<file path="config.mk">
export PLATFORM = sky130hd
export DESIGN_NAME = input_event_translator
export DESIGN_NICKNAME = d
export VERILOG_FILES = /design/src/hw/rtl/iet_pkg.sv /design/src/hw/rtl/iet_ram.sv /design/src/hw/rtl/iet_divider.sv /design/src/hw/rtl/input_event_translator.sv
export SDC_FILE = /design/constraint.sdc
export NUM_CORES = 2
export LEC_CHECK = 0
export ABC_AREA = 1
export CORE_MARGIN = 2
export CORE_UTILIZATION = 59
export CTS_CLUSTER_DIAMETER = 40
export DETAILED_ROUTE_END_ITERATION = 8
export DONT_BUFFER_PORTS = 1
export MAX_ROUTING_LAYER = met4
export PLACE_DENSITY = 0.76
export REMOVE_ABC_BUFFERS = 1
export SLEW_MARGIN = 20
export SYNTH_ARGS = -nofsm -noshare
export SYNTH_HDL_FRONTEND = slang
export SYNTH_HIERARCHICAL = 1
export SYNTH_SLANG_ARGS = --single-unit
export TNS_END_PERCENT = 5
</file>
<file path="constraint.sdc">
create_clock -name clk -period 12.3 [get_ports clk]
set_input_delay 3.69 -clock clk [delete_from_list [all_inputs] [get_ports clk]]
set_output_delay 3.69 -clock clk [all_outputs]
set_load 0.02 [all_outputs]
</file>
<file path="src/hw/rtl/iet_pkg.sv">
`timescale 1ns / 1ps
// ----------------------------------------------------------------------------
// iet_pkg: shared types and constants of the input event translator
// Event codes, report kinds, the key usage table and the sequencer states.
// ----------------------------------------------------------------------------
package iet_pkg;

  localparam logic [1:0] MODE_KEYBOARD = 2'd0;
  localparam logic [1:0] MODE_MOUSE    = 2'd1;
  localparam logic [1:0] MODE_TABLET   = 2'd2;
  localparam logic [1:0] MODE_UNUSED   = 2'd3;

  localparam logic [2:0] REG_DEVICE_MODE = 3'd0;
  localparam logic [2:0] REG_ABS_X_MIN   = 3'd1;
  localparam logic [2:0] REG_ABS_X_MAX   = 3'd2;
  localparam logic [2:0] REG_ABS_Y_MIN   = 3'd3;
  localparam logic [2:0] REG_ABS_Y_MAX   = 3'd4;

  localparam logic [15:0] EV_SYN = 16'd0;
  localparam logic [15:0] EV_KEY = 16'd1;
  localparam logic [15:0] EV_REL = 16'd2;
  localparam logic [15:0] EV_ABS = 16'd3;

  localparam logic [15:0] BTN_LEFT   = 16'h110;
  localparam logic [15:0] BTN_RIGHT  = 16'h111;
  localparam logic [15:0] BTN_MIDDLE = 16'h112;
  localparam logic [15:0] BTN_SIDE   = 16'h113;
  localparam logic [15:0] BTN_EXTRA  = 16'h114;
  localparam logic [15:0] REL_WHEEL  = 16'd8;

  localparam logic [1:0] KIND_KEY_DOWN = 2'd0;
  localparam logic [1:0] KIND_KEY_UP   = 2'd1;
  localparam logic [1:0] KIND_REL      = 2'd2;
  localparam logic [1:0] KIND_ABS      = 2'd3;

  localparam int KEY_TABLE_SIZE = 128;

  typedef enum logic [2:0] {
    ST_IDLE,
    ST_EXEC,
    ST_DIV,
    ST_KEYRD,
    ST_CLEAR
  } iet_state_t;

  function automatic logic [7:0] key_usage(input logic [6:0] code);
    logic [7:0] u;
    begin
      unique case (code)
        7'd30: u = 8'd4;    7'd48: u = 8'd5;    7'd46: u = 8'd6;
        7'd32: u = 8'd7;    7'd18: u = 8'd8;    7'd33: u = 8'd9;
        7'd34: u = 8'd10;   7'd35: u = 8'd11;   7'd23: u = 8'd12;
        7'd36: u = 8'd13;   7'd37: u = 8'd14;   7'd38: u = 8'd15;
        7'd50: u = 8'd16;   7'd49: u = 8'd17;   7'd24: u = 8'd18;
        7'd25: u = 8'd19;   7'd16: u = 8'd20;   7'd19: u = 8'd21;
        7'd31: u = 8'd22;   7'd20: u = 8'd23;   7'd22: u = 8'd24;
        7'd47: u = 8'd25;   7'd17: u = 8'd26;   7'd45: u = 8'd27;
        7'd21: u = 8'd28;   7'd44: u = 8'd29;
        7'd2: u = 8'd30;    7'd3: u = 8'd31;    7'd4: u = 8'd32;
        7'd5: u = 8'd33;    7'd6: u = 8'd34;    7'd7: u = 8'd35;
        7'd8: u = 8'd36;    7'd9: u = 8'd37;    7'd10: u = 8'd38;
        7'd59: u = 8'd58;   7'd60: u = 8'd59;   7'd61: u = 8'd60;
        7'd62: u = 8'd61;   7'd63: u = 8'd62;   7'd64: u = 8'd63;
        7'd65: u = 8'd64;   7'd66: u = 8'd65;   7'd67: u = 8'd66;
        7'd68: u = 8'd67;
        7'd11: u = 8'd39;   7'd28: u = 8'd40;   7'd1: u = 8'd41;
        7'd14: u = 8'd42;   7'd15: u = 8'd43;   7'd57: u = 8'd44;
        7'd12: u = 8'd45;   7'd13: u = 8'd46;   7'd26: u = 8'd47;
        7'd27: u = 8'd48;   7'd43: u = 8'd49;   7'd86: u = 8'd50;
        7'd39: u = 8'd51;   7'd40: u = 8'd52;   7'd41: u = 8'd53;
        7'd51: u = 8'd54;   7'd52: u = 8'd55;   7'd53: u = 8'd56;
        7'd58: u = 8'd57;   7'd87: u = 8'd68;   7'd88: u = 8'd69;
        7'd99: u = 8'd70;   7'd70: u = 8'd71;   7'd119: u = 8'd72;
        7'd110: u = 8'd73;  7'd102: u = 8'd74;  7'd104: u = 8'd75;
        7'd111: u = 8'd76;  7'd107: u = 8'd77;  7'd109: u = 8'd78;
        7'd106: u = 8'd79;  7'd105: u = 8'd80;  7'd108: u = 8'd81;
        7'd103: u = 8'd82;  7'd69: u = 8'd83;
        7'd29: u = 8'd224;  7'd42: u = 8'd225;  7'd56: u = 8'd226;
        7'd125: u = 8'd227; 7'd97: u = 8'd228;  7'd54: u = 8'd229;
        7'd100: u = 8'd230; 7'd126: u = 8'd231;
        default: u = 8'd0;
      endcase
      key_usage = u;
    end
  endfunction

endpackage

</file>
<file path="src/hw/rtl/iet_ram.sv">
`timescale 1ns / 1ps
// ----------------------------------------------------------------------------
// iet_ram: generic simple dual-port RAM
// One write and one read port at shared timing, registered read data.
// ----------------------------------------------------------------------------
module iet_ram #(
  parameter int WIDTH = 1,
  parameter int DEPTH = 256
) (
  input  logic                     clk,
  input  logic                     we,
  input  logic [$clog2(DEPTH)-1:0] waddr,
  input  logic [WIDTH-1:0]         wdata,
  input  logic [$clog2(DEPTH)-1:0] raddr,
  output logic [WIDTH-1:0]         rdata
);

  logic [WIDTH-1:0] mem [DEPTH];

  always_ff @(posedge clk) begin
    if (we) begin
      mem[waddr] <= wdata;
    end
    rdata <= mem[raddr];
  end

endmodule

</file>
<file path="src/hw/rtl/iet_divider.sv">
`timescale 1ns / 1ps
// ----------------------------------------------------------------------------
// iet_divider: serial restoring divider
// Divides a 49-bit unsigned dividend by a 33-bit divisor, one quotient bit
// per cycle; only the low 17 quotient bits are kept.
// ----------------------------------------------------------------------------
module iet_divider (
  input  logic        clk,
  input  logic        rst_n,
  input  logic        start,
  input  logic [48:0] dividend,
  input  logic [32:0] divisor,
  output logic        done,
  output logic [16:0] quotient
);

  logic [48:0] quo_r, quo_nxt;
  logic [33:0] rem_r, rem_nxt;
  logic [32:0] div_r, div_nxt;
  logic [5:0]  cnt_r, cnt_nxt;
  logic        busy_r, busy_nxt;
  logic [34:0] trial;

  always_comb begin
    quo_nxt  = quo_r;
    rem_nxt  = rem_r;
    div_nxt  = div_r;
    cnt_nxt  = cnt_r;
    busy_nxt = busy_r;
    trial    = {rem_r, quo_r[48]} - {2'b00, div_r};
    if (start) begin
      quo_nxt  = dividend;
      rem_nxt  = '0;
      div_nxt  = divisor;
      cnt_nxt  = 6'd49;
      busy_nxt = 1'b1;
    end else if (busy_r) begin
      if (!trial[34]) begin
        rem_nxt = trial[33:0];
        quo_nxt = {quo_r[47:0], 1'b1};
      end else begin
        rem_nxt = {rem_r[32:0], quo_r[48]};
        quo_nxt = {quo_r[47:0], 1'b0};
      end
      cnt_nxt = cnt_r - 6'd1;
      if (cnt_r == 6'd1) begin
        busy_nxt = 1'b0;
      end
    end
  end

  always_ff @(posedge clk) begin
    if (!rst_n) begin
      busy_r <= 1'b0;
      cnt_r  <= '0;
    end else begin
      busy_r <= busy_nxt;
      cnt_r  <= cnt_nxt;
    end
    quo_r <= quo_nxt;
    rem_r <= rem_nxt;
    div_r <= div_nxt;
  end

  assign done     = busy_r && (cnt_r == 6'd1);
  assign quotient = quo_nxt[16:0];

endmodule

</file>
<file path="src/hw/rtl/input_event_translator.sv">
`timescale 1ns / 1ps
// ----------------------------------------------------------------------------
// input_event_translator: event to HID report translator
// Turns evdev-style events into key and pointer reports.
// ----------------------------------------------------------------------------
// Usage: an event word enters on in_valid/in_stall. Each event gives zero or
// one report word on out_valid/out_stall, held in an output register.
// in_stall is high while an event is being processed and while a report still
// waits in the output register, so one event is handled at a time.
// Timing: an event is decoded in the cycle after it is accepted, and the next
// event is accepted only after the block is back in its idle state. A mapped
// key event passes through a key RAM read state before its report word is
// registered. A sync report word is registered from the decode state. The next
// accept also waits until a report word has left the output register.
// A tablet axis value strictly inside the range runs the serial divider, one
// quotient bit per cycle, and the next event waits until the divider is done.
// Reset: rst_n is synchronous. After reset a pass over all 256 entries clears
// the key state RAM; no event is taken during it. Configuration writes are
// taken at any time and go to their registers directly.
// A stalled report holds its value; the block takes no event until it leaves.
// Configuration must only change while the block is idle.
// ----------------------------------------------------------------------------
module input_event_translator #(
  parameter int ABS_SCALE_MAX = 32767
) (
  input  logic        clk,
  input  logic        rst_n,
  input  logic        cfg_we,
  input  logic [2:0]  cfg_index,
  input  logic [31:0] cfg_wdata,
  input  logic        in_valid,
  output logic        in_stall,
  input  logic [15:0] in_event_type,
  input  logic [15:0] in_event_code,
  input  logic signed [31:0] in_event_value,
  output logic        out_valid,
  input  logic        out_stall,
  output logic [1:0]  out_report_kind,
  output logic [7:0]  out_hid_usage,
  output logic [4:0]  out_button_mask,
  output logic signed [31:0] out_delta_x,
  output logic signed [31:0] out_delta_y,
  output logic signed [31:0] out_wheel_delta,
  output logic [14:0] out_position_x,
  output logic [14:0] out_position_y
);

  localparam logic [16:0] SCALE = 17'(ABS_SCALE_MAX);

  iet_pkg::iet_state_t state_r, state_nxt;

  logic [1:0] mode_r;
  logic signed [31:0] xmin_r, xmax_r, ymin_r, ymax_r;

  logic [15:0] typ_r, typ_nxt, code_r, code_nxt;
  logic signed [31:0] val_r, val_nxt;
  logic [7:0] clr_r, clr_nxt;
  logic [7:0] hid_r, hid_nxt;

  logic [4:0] btn_r, btn_nxt;
  logic signed [31:0] acc_x_r, acc_x_nxt, acc_y_r, acc_y_nxt, acc_w_r, acc_w_nxt;
  logic [14:0] pos_x_r, pos_x_nxt, pos_y_r, pos_y_nxt;
  logic dirty_r, dirty_nxt;

  logic ov_r, ov_nxt;
  logic [1:0] o_kind_r, o_kind_nxt;
  logic [7:0] o_hid_r, o_hid_nxt;
  logic [4:0] o_btn_r, o_btn_nxt;
  logic signed [31:0] o_dx_r, o_dx_nxt, o_dy_r, o_dy_nxt, o_w_r, o_w_nxt;
  logic [14:0] o_px_r, o_px_nxt, o_py_r, o_py_nxt;

  // Key RAM
  logic       ram_we;
  logic [7:0] ram_waddr, ram_raddr;
  logic       ram_wdata, ram_rdata;

  iet_ram #(.WIDTH(1), .DEPTH(256)) u_keys (
    .clk  (clk),
    .we   (ram_we),
    .waddr(ram_waddr),
    .wdata(ram_wdata),
    .raddr(ram_raddr),
    .rdata(ram_rdata)
  );

  // Divider
  logic        div_start, div_done;
  logic [48:0] div_dividend;
  logic [32:0] div_divisor;
  logic [16:0] div_q;

  iet_divider u_div (
    .clk     (clk),
    .rst_n   (rst_n),
    .start   (div_start),
    .dividend(div_dividend),
    .divisor (div_divisor),
    .done    (div_done),
    .quotient(div_q)
  );

  // Shared 33-bit adder for accumulation, axis offsets and the mouse Y negation.
  logic signed [32:0] add_a, add_b, add_s;
  assign add_s = add_a + add_b;

  function automatic logic signed [31:0] sat33(input logic signed [32:0] v);
    if (v > 33'sd2147483647) begin
      sat33 = 32'sh7fffffff;
    end else if (v < -33'sd2147483648) begin
      sat33 = 32'sh80000000;
    end else begin
      sat33 = v[31:0];
    end
  endfunction

  logic sel_y;
  logic signed [31:0] amin, amax;
  logic [4:0] bmask;
  logic [14:0] cur_pos;
  logic [14:0] new_pos;

  always_ff @(posedge clk) begin
    if (!rst_n) begin
      mode_r <= iet_pkg::MODE_KEYBOARD;
      xmin_r <= '0;
      xmax_r <= 32'sd1;
      ymin_r <= '0;
      ymax_r <= 32'sd1;
    end else if (cfg_we) begin
      unique case (cfg_index)
        iet_pkg::REG_DEVICE_MODE: mode_r <= cfg_wdata[1:0];
        iet_pkg::REG_ABS_X_MIN:   xmin_r <= cfg_wdata;
        iet_pkg::REG_ABS_X_MAX:   xmax_r <= cfg_wdata;
        iet_pkg::REG_ABS_Y_MIN:   ymin_r <= cfg_wdata;
        iet_pkg::REG_ABS_Y_MAX:   ymax_r <= cfg_wdata;
        default: ;
      endcase
    end
  end

  always_comb begin
    state_nxt  = state_r;
    typ_nxt    = typ_r;
    code_nxt   = code_r;
    val_nxt    = val_r;
    clr_nxt    = clr_r;
    hid_nxt    = hid_r;
    btn_nxt    = btn_r;
    acc_x_nxt  = acc_x_r;
    acc_y_nxt  = acc_y_r;
    acc_w_nxt  = acc_w_r;
    pos_x_nxt  = pos_x_r;
    pos_y_nxt  = pos_y_r;
    dirty_nxt  = dirty_r;
    ov_nxt     = ov_r && out_stall;
    o_kind_nxt = o_kind_r;
    o_hid_nxt  = o_hid_r;
    o_btn_nxt  = o_btn_r;
    o_dx_nxt   = o_dx_r;
    o_dy_nxt   = o_dy_r;
    o_w_nxt    = o_w_r;
    o_px_nxt   = o_px_r;
    o_py_nxt   = o_py_r;
    ram_we     = 1'b0;
    ram_waddr  = hid_r;
    ram_wdata  = 1'b0;
    ram_raddr  = hid_r;
    div_start  = 1'b0;
    sel_y      = code_r[0];
    amin       = sel_y ? ymin_r : xmin_r;
    amax       = sel_y ? ymax_r : xmax_r;
    cur_pos    = sel_y ? pos_y_r : pos_x_r;
    new_pos    = cur_pos;
    add_a      = '0;
    add_b      = '0;
    div_dividend = '0;
    div_divisor  = '0;
    bmask = '0;
    unique case (code_r)
      iet_pkg::BTN_LEFT:   bmask = 5'b00001;
      iet_pkg::BTN_MIDDLE: bmask = 5'b00010;
      iet_pkg::BTN_RIGHT:  bmask = 5'b00100;
      iet_pkg::BTN_SIDE:   bmask = 5'b01000;
      iet_pkg::BTN_EXTRA:  bmask = 5'b10000;
      default:             bmask = 5'b00000;
    endcase

    unique case (state_r)
      iet_pkg::ST_CLEAR: begin
        ram_we    = 1'b1;
        ram_waddr = clr_r;
        clr_nxt   = clr_r + 8'd1;
        if (clr_r == 8'hff) begin
          state_nxt = iet_pkg::ST_IDLE;
        end
      end
      iet_pkg::ST_IDLE: begin
        if (in_valid && !in_stall) begin
          typ_nxt   = in_event_type;
          code_nxt  = in_event_code;
          val_nxt   = in_event_value;
          state_nxt = iet_pkg::ST_EXEC;
        end
      end
      iet_pkg::ST_EXEC: begin
        state_nxt = iet_pkg::ST_IDLE;
        if (mode_r == iet_pkg::MODE_KEYBOARD) begin
          hid_nxt = 8'd0;
          if (typ_r == iet_pkg::EV_KEY && (val_r == 32'sd0 || val_r == 32'sd1)
              && code_r < 16'(iet_pkg::KEY_TABLE_SIZE)) begin
            hid_nxt = iet_pkg::key_usage(code_r[6:0]);
          end
          if (hid_nxt != 8'd0) begin
            ram_raddr = hid_nxt;
            state_nxt = iet_pkg::ST_KEYRD;
          end
        end else if (mode_r != iet_pkg::MODE_UNUSED) begin
          if (typ_r == iet_pkg::EV_SYN && code_r == 16'd0) begin
            if (dirty_r) begin
              ov_nxt    = 1'b1;
              o_hid_nxt = 8'd0;
              o_btn_nxt = btn_r;
              o_w_nxt   = acc_w_r;
              if (mode_r == iet_pkg::MODE_MOUSE) begin
                o_kind_nxt = iet_pkg::KIND_REL;
                o_dx_nxt   = acc_x_r;
                add_b      = -{acc_y_r[31], acc_y_r};
                o_dy_nxt   = sat33(add_s);
                o_px_nxt   = '0;
                o_py_nxt   = '0;
              end else begin
                o_kind_nxt = iet_pkg::KIND_ABS;
                o_dx_nxt   = '0;
                o_dy_nxt   = '0;
                o_px_nxt   = pos_x_r;
                o_py_nxt   = pos_y_r;
              end
              acc_x_nxt = '0;
              acc_y_nxt = '0;
              acc_w_nxt = '0;
              dirty_nxt = 1'b0;
            end
          end else if (typ_r == iet_pkg::EV_KEY && (val_r == 32'sd0 || val_r == 32'sd1)) begin
            btn_nxt = val_r[0] ? (btn_r | bmask) : (btn_r & ~bmask);
            if (btn_nxt != btn_r) begin
              dirty_nxt = 1'b1;
            end
          end else if (typ_r == iet_pkg::EV_REL) begin
            add_b = {val_r[31], val_r};
            if (code_r == iet_pkg::REL_WHEEL) begin
              add_a     = {acc_w_r[31], acc_w_r};
              acc_w_nxt = sat33(add_s);
              dirty_nxt = 1'b1;
            end else if (mode_r == iet_pkg::MODE_MOUSE && code_r <= 16'd1) begin
              add_a = sel_y ? {acc_y_r[31], acc_y_r} : {acc_x_r[31], acc_x_r};
              if (sel_y) begin
                acc_y_nxt = sat33(add_s);
              end else begin
                acc_x_nxt = sat33(add_s);
              end
              dirty_nxt = 1'b1;
            end
          end else if (typ_r == iet_pkg::EV_ABS && mode_r == iet_pkg::MODE_TABLET
                       && code_r <= 16'd1) begin
            if (val_r <= amin) begin
              new_pos = '0;
            end else if (val_r >= amax) begin
              new_pos = SCALE[14:0];
            end else begin
              // Offset first; the span is formed when the divider starts.
              add_a     = {val_r[31], val_r};
              add_b     = -{amin[31], amin};
              val_nxt   = add_s[31:0];
              state_nxt = iet_pkg::ST_DIV;
              div_start = 1'b1;
              div_dividend = {16'd0, add_s} * {32'd0, SCALE};
              div_divisor  = 33'({amax[31], amax} - {amin[31], amin});
            end
            if (state_nxt != iet_pkg::ST_DIV) begin
              if (new_pos != cur_pos) begin
                dirty_nxt = 1'b1;
              end
              if (sel_y) begin
                pos_y_nxt = new_pos;
              end else begin
                pos_x_nxt = new_pos;
              end
            end
          end
        end
      end
      iet_pkg::ST_DIV: begin
        if (div_done) begin
          new_pos = div_q[14:0];
          if (new_pos != cur_pos) begin
            dirty_nxt = 1'b1;
          end
          if (sel_y) begin
            pos_y_nxt = new_pos;
          end else begin
            pos_x_nxt = new_pos;
          end
          state_nxt = iet_pkg::ST_IDLE;
        end
      end
      iet_pkg::ST_KEYRD: begin
        if (ram_rdata != val_r[0]) begin
          ram_we     = 1'b1;
          ram_waddr  = hid_r;
          ram_wdata  = val_r[0];
          ov_nxt     = 1'b1;
          o_kind_nxt = val_r[0] ? iet_pkg::KIND_KEY_DOWN : iet_pkg::KIND_KEY_UP;
          o_hid_nxt  = hid_r;
          o_btn_nxt  = '0;
          o_dx_nxt   = '0;
          o_dy_nxt   = '0;
          o_w_nxt    = '0;
          o_px_nxt   = '0;
          o_py_nxt   = '0;
        end
        state_nxt = iet_pkg::ST_IDLE;
      end
      default: state_nxt = iet_pkg::ST_IDLE;
    endcase
  end

  always_ff @(posedge clk) begin
    if (!rst_n) begin
      state_r <= iet_pkg::ST_CLEAR;
      clr_r   <= '0;
      btn_r   <= '0;
      acc_x_r <= '0;
      acc_y_r <= '0;
      acc_w_r <= '0;
      pos_x_r <= '0;
      pos_y_r <= '0;
      dirty_r <= 1'b0;
      ov_r    <= 1'b0;
    end else begin
      state_r <= state_nxt;
      clr_r   <= clr_nxt;
      btn_r   <= btn_nxt;
      acc_x_r <= acc_x_nxt;
      acc_y_r <= acc_y_nxt;
      acc_w_r <= acc_w_nxt;
      pos_x_r <= pos_x_nxt;
      pos_y_r <= pos_y_nxt;
      dirty_r <= dirty_nxt;
      ov_r    <= ov_nxt;
    end
    typ_r    <= typ_nxt;
    code_r   <= code_nxt;
    val_r    <= val_nxt;
    hid_r    <= hid_nxt;
    o_kind_r <= o_kind_nxt;
    o_hid_r  <= o_hid_nxt;
    o_btn_r  <= o_btn_nxt;
    o_dx_r   <= o_dx_nxt;
    o_dy_r   <= o_dy_nxt;
    o_w_r    <= o_w_nxt;
    o_px_r   <= o_px_nxt;
    o_py_r   <= o_py_nxt;
  end

  assign in_stall        = (state_r != iet_pkg::ST_IDLE) || ov_r;
  assign out_valid       = ov_r;
  assign out_report_kind = o_kind_r;
  assign out_hid_usage   = o_hid_r;
  assign out_button_mask = o_btn_r;
  assign out_delta_x     = o_dx_r;
  assign out_delta_y     = o_dy_r;
  assign out_wheel_delta = o_w_r;
  assign out_position_x  = o_px_r;
  assign out_position_y  = o_py_r;

endmodule

</file>
==> flow_summary_export.csv <==
group,metric,value,unit
clock_network,clock_latency,0.76,ns
synth,synth_warnings,6,
clock_network,cts_inserted_buffers,119,
power,p_comb_frac,0.048,
critical_path,worstSetupStartpointType,"flip-flop",
power,p_per_area,111,mW/mm^2
global_routing,antenna_found_initial,7,
finish,utilization,0.651,
global_routing,grt_pass1_wl,277,mm
power,leakage,28.2,nW
clock_network,h-tree-depth,3,
sta,relSlewSlack,0.267,
sta,setup_viol,0,
floorplanning,die_x,319,microns
global_routing,grt_use_total,0.360,
finish,fin_cells,8582,
power,seq_power_share,0.445,
power,p_int,5.36,mW
critical_path,crit_type,"flip-flop to flip-flop",
floorplanning,die_area,0.102,sq mm
critical_path,crit_slowest_cell,"fa_1",
sta,rsz0062_at_grt,"yes",
clock_network,clock_sinks,875,
synth,syn_area,0.0587,sq mm
finish,fillCellCount,8313,
synth,synth_cells,7269,
global_routing,grt_pass1_vias,48600,
finish,drive_gt1_frac,0.0893,
finish,regArea,0.0229,sq mm
floorplanning,rows,115,
critical_path,cp-end-kind,"flip-flop",
critical_path,reg2reg_from,"code_r[0]$_DFFE_PP_",
hold_path,hold_class,"flip-flop to flip-flop",
critical_path,cp-startpoint,"code_r[0]$_DFFE_PP_",
detailed_routing,vias_per_cell,5.92,
placed_design,dpl.hpwl,132,mm
sta,skew,0.0690,ns
flow_run,maxCapViolCount,0,
clock_network,tritoncts,"done",
sta,layout_min_cycle_time,11.82,ns
finish,multiInputGateArea,0.0306,sq mm
global_routing,grt_overflow,0,
detailed_routing,wl_per_cell,21.3,microns
clock_network,cts-hold-fix-buffers,0,
detailed_routing,drt-initial-drc-count,5756,
hold_path,hp-start,"ymin_r[30]$_SDFFE_PN0P_",
detailed_routing,vias,50800,
finish,finalNetCount,7822,
critical_path,critical_path.max_stage_delay,0.57,ns
clock_network,path_clk_slew,0.06,ns
power,swShare,0.244,
sta,worstMarginPinSlew,1.10,ns
synth,syn_avg_cell_area,8.07,sq um
placed_design,port_buffers,0,
finish,area_growth,9.19,%
power,worst_ir_drop_vdd,0.125,mV
floorplanning,initial_core_util,0.596,
placed_design,gp_congestion,1.08,
sta,clock.fmax,0.0846,GHz
sta,setup_tns,0,ns
global_routing,grt_max_degree,272,
clock_network,clock_path_buffers,3,
sta,finalHoldViolations,0,
sta,fin_crit_sh,0.961,
floorplanning,io_pins,247,
critical_path,crit_fanout,40,
detailed_routing,wl,183,mm
power,p_switching,1.73,mW
sta,slew_violations,0,
critical_path,cp.arrival,12.38,ns
critical_path,cp.required,12.86,ns
detailed_routing,drt.antenna.violating_nets,0,
critical_path,crit_path_frequent_cell,"nand2_1",
power,power.share.clock,0.507,
floorplanning,die_h,319,microns
status,run_status,"finished clean",
floorplanning,core_area,0.0984,sq mm
detailed_routing,dr.pass1.iters,6,
clock_network,cts-root-buf,"clkbuf_16",
detailed_routing,drc,0,
power,fin_total_pwr,7.08,mW
placed_design,place_inst,8338,
## sequential cells by signal, summed over array words and instances (netlist names), 15 cells and up, named ones only
register / flops
u_keys/mem: 256
u_div/rem_r: 34
out_position_y: 15
acc_x_r: 32
code_r: 16
ymin_r: 32
out_delta_y: 32
out_delta_x: 32
out_position_x: 15
pos_x_r: 15
u_div/div_r: 33
acc_w_r: 32
typ_r: 16
ymax_r: 32
xmax_r: 32
xmin_r: 32
pos_y_r: 15
acc_y_r: 32
out_wheel_delta: 32
val_r: 32
u_div/quo_r: 49
## worst max-delay path: cells and delay by family, from the launching register on
family	cells	cell delay, ns
AOI/OAI and AO/OA	10	2.00
and+or+nand+nor	24	3.59
buffers and inverters	7	1.04
DFF	1	0.55
xor gates and xnor gates	1	0.30
adders and majority gates	9	4.12
## layout make-up
type	instances	share of cell area
antenna	7	0.000273
clock buffer	132	0.0484
clock inverter	93	0.0178
inverter	1046	0.0615
multi-input combinational	5044	0.478
sequential	875	0.357
tap	1287	0.0251
timing repair buffer	98	0.0121
## metal layers
layer / track usage / part of all wire
met5: - / 0
met4: 0.166 / 0.051
met3: 0.0582 / 0.086
met2: 0.568 / 0.46
met1: 0.456 / 0.40
## path summary, 6_finish.rpt
| path | cells after the start | slack [ns] | end |
|---|---|---|---|
| max reg2reg | 51 | 0.48 | u_div/quo_r[44]$_DFFE_PP_ |
| min reg2reg | 2 | 0.45 | ymin_r[30]$_SDFFE_PN0P_ |
| min | 2 | 0.45 | ymin_r[30]$_SDFFE_PN0P_ |
| max | 51 | 0.48 | u_div/quo_r[44]$_DFFE_PP_ |
## cell usage in the layout, fill, tap and decap left out, types with 32 or more instances in the layout
cell type,n
nand3_1,412
clkbuf_16,122
xnor2_1,35
o21ai_1,39
nand2_2,77
dfxtp_1,341
a22o_1,39
ha_1,321
xor2_1,64
o21ai_0,583
nand2_1,1294
inv_1,1009
o22ai_1,59
or2_2,44
nor3_1,46
o21a_1,32
nor2_1,936
nand4_1,63
buf_4,93
edfxtp_1,534
a21oi_1,385
a21oi_2,91
fa_1,213
## stage by stage
step           setup WS [ns]  hold slack [ns]  instance area (sq um)
5_1_grt              -0.0646            0.486                  64100
4_1_cts                0.108            0.454                  63800
2_1_floorplan          -6.55            0.424                  57100
6_report               0.478            0.453                  64100
3_5_place_dp          -0.108            0.446                  59500
3_3_place_gp          0.0336            0.439                  59500
## repair_timing
| action | in CTS | in global routing |
|---|---|---|
| setup buffers | 0 | 10 |
| gates cloned | 0 | 2 |
| resized for setup | 3 | 36 |
| setup endpoints to repair | 2 | 22 |
| pin swaps | 0 | 4 |
## power groups by stage
stage,logic (mW),clock network (mW),registers (mW)
final,0.338,3.59,3.15
after global routing,0.376,3.74,3.16
after CTS,0.332,3.62,3.15
after detailed placement,0.329,0,3.21
after global placement,0.323,0,3.21
after floorplan,0.243,0,3.21
Power figures use the tool's default switching activity.
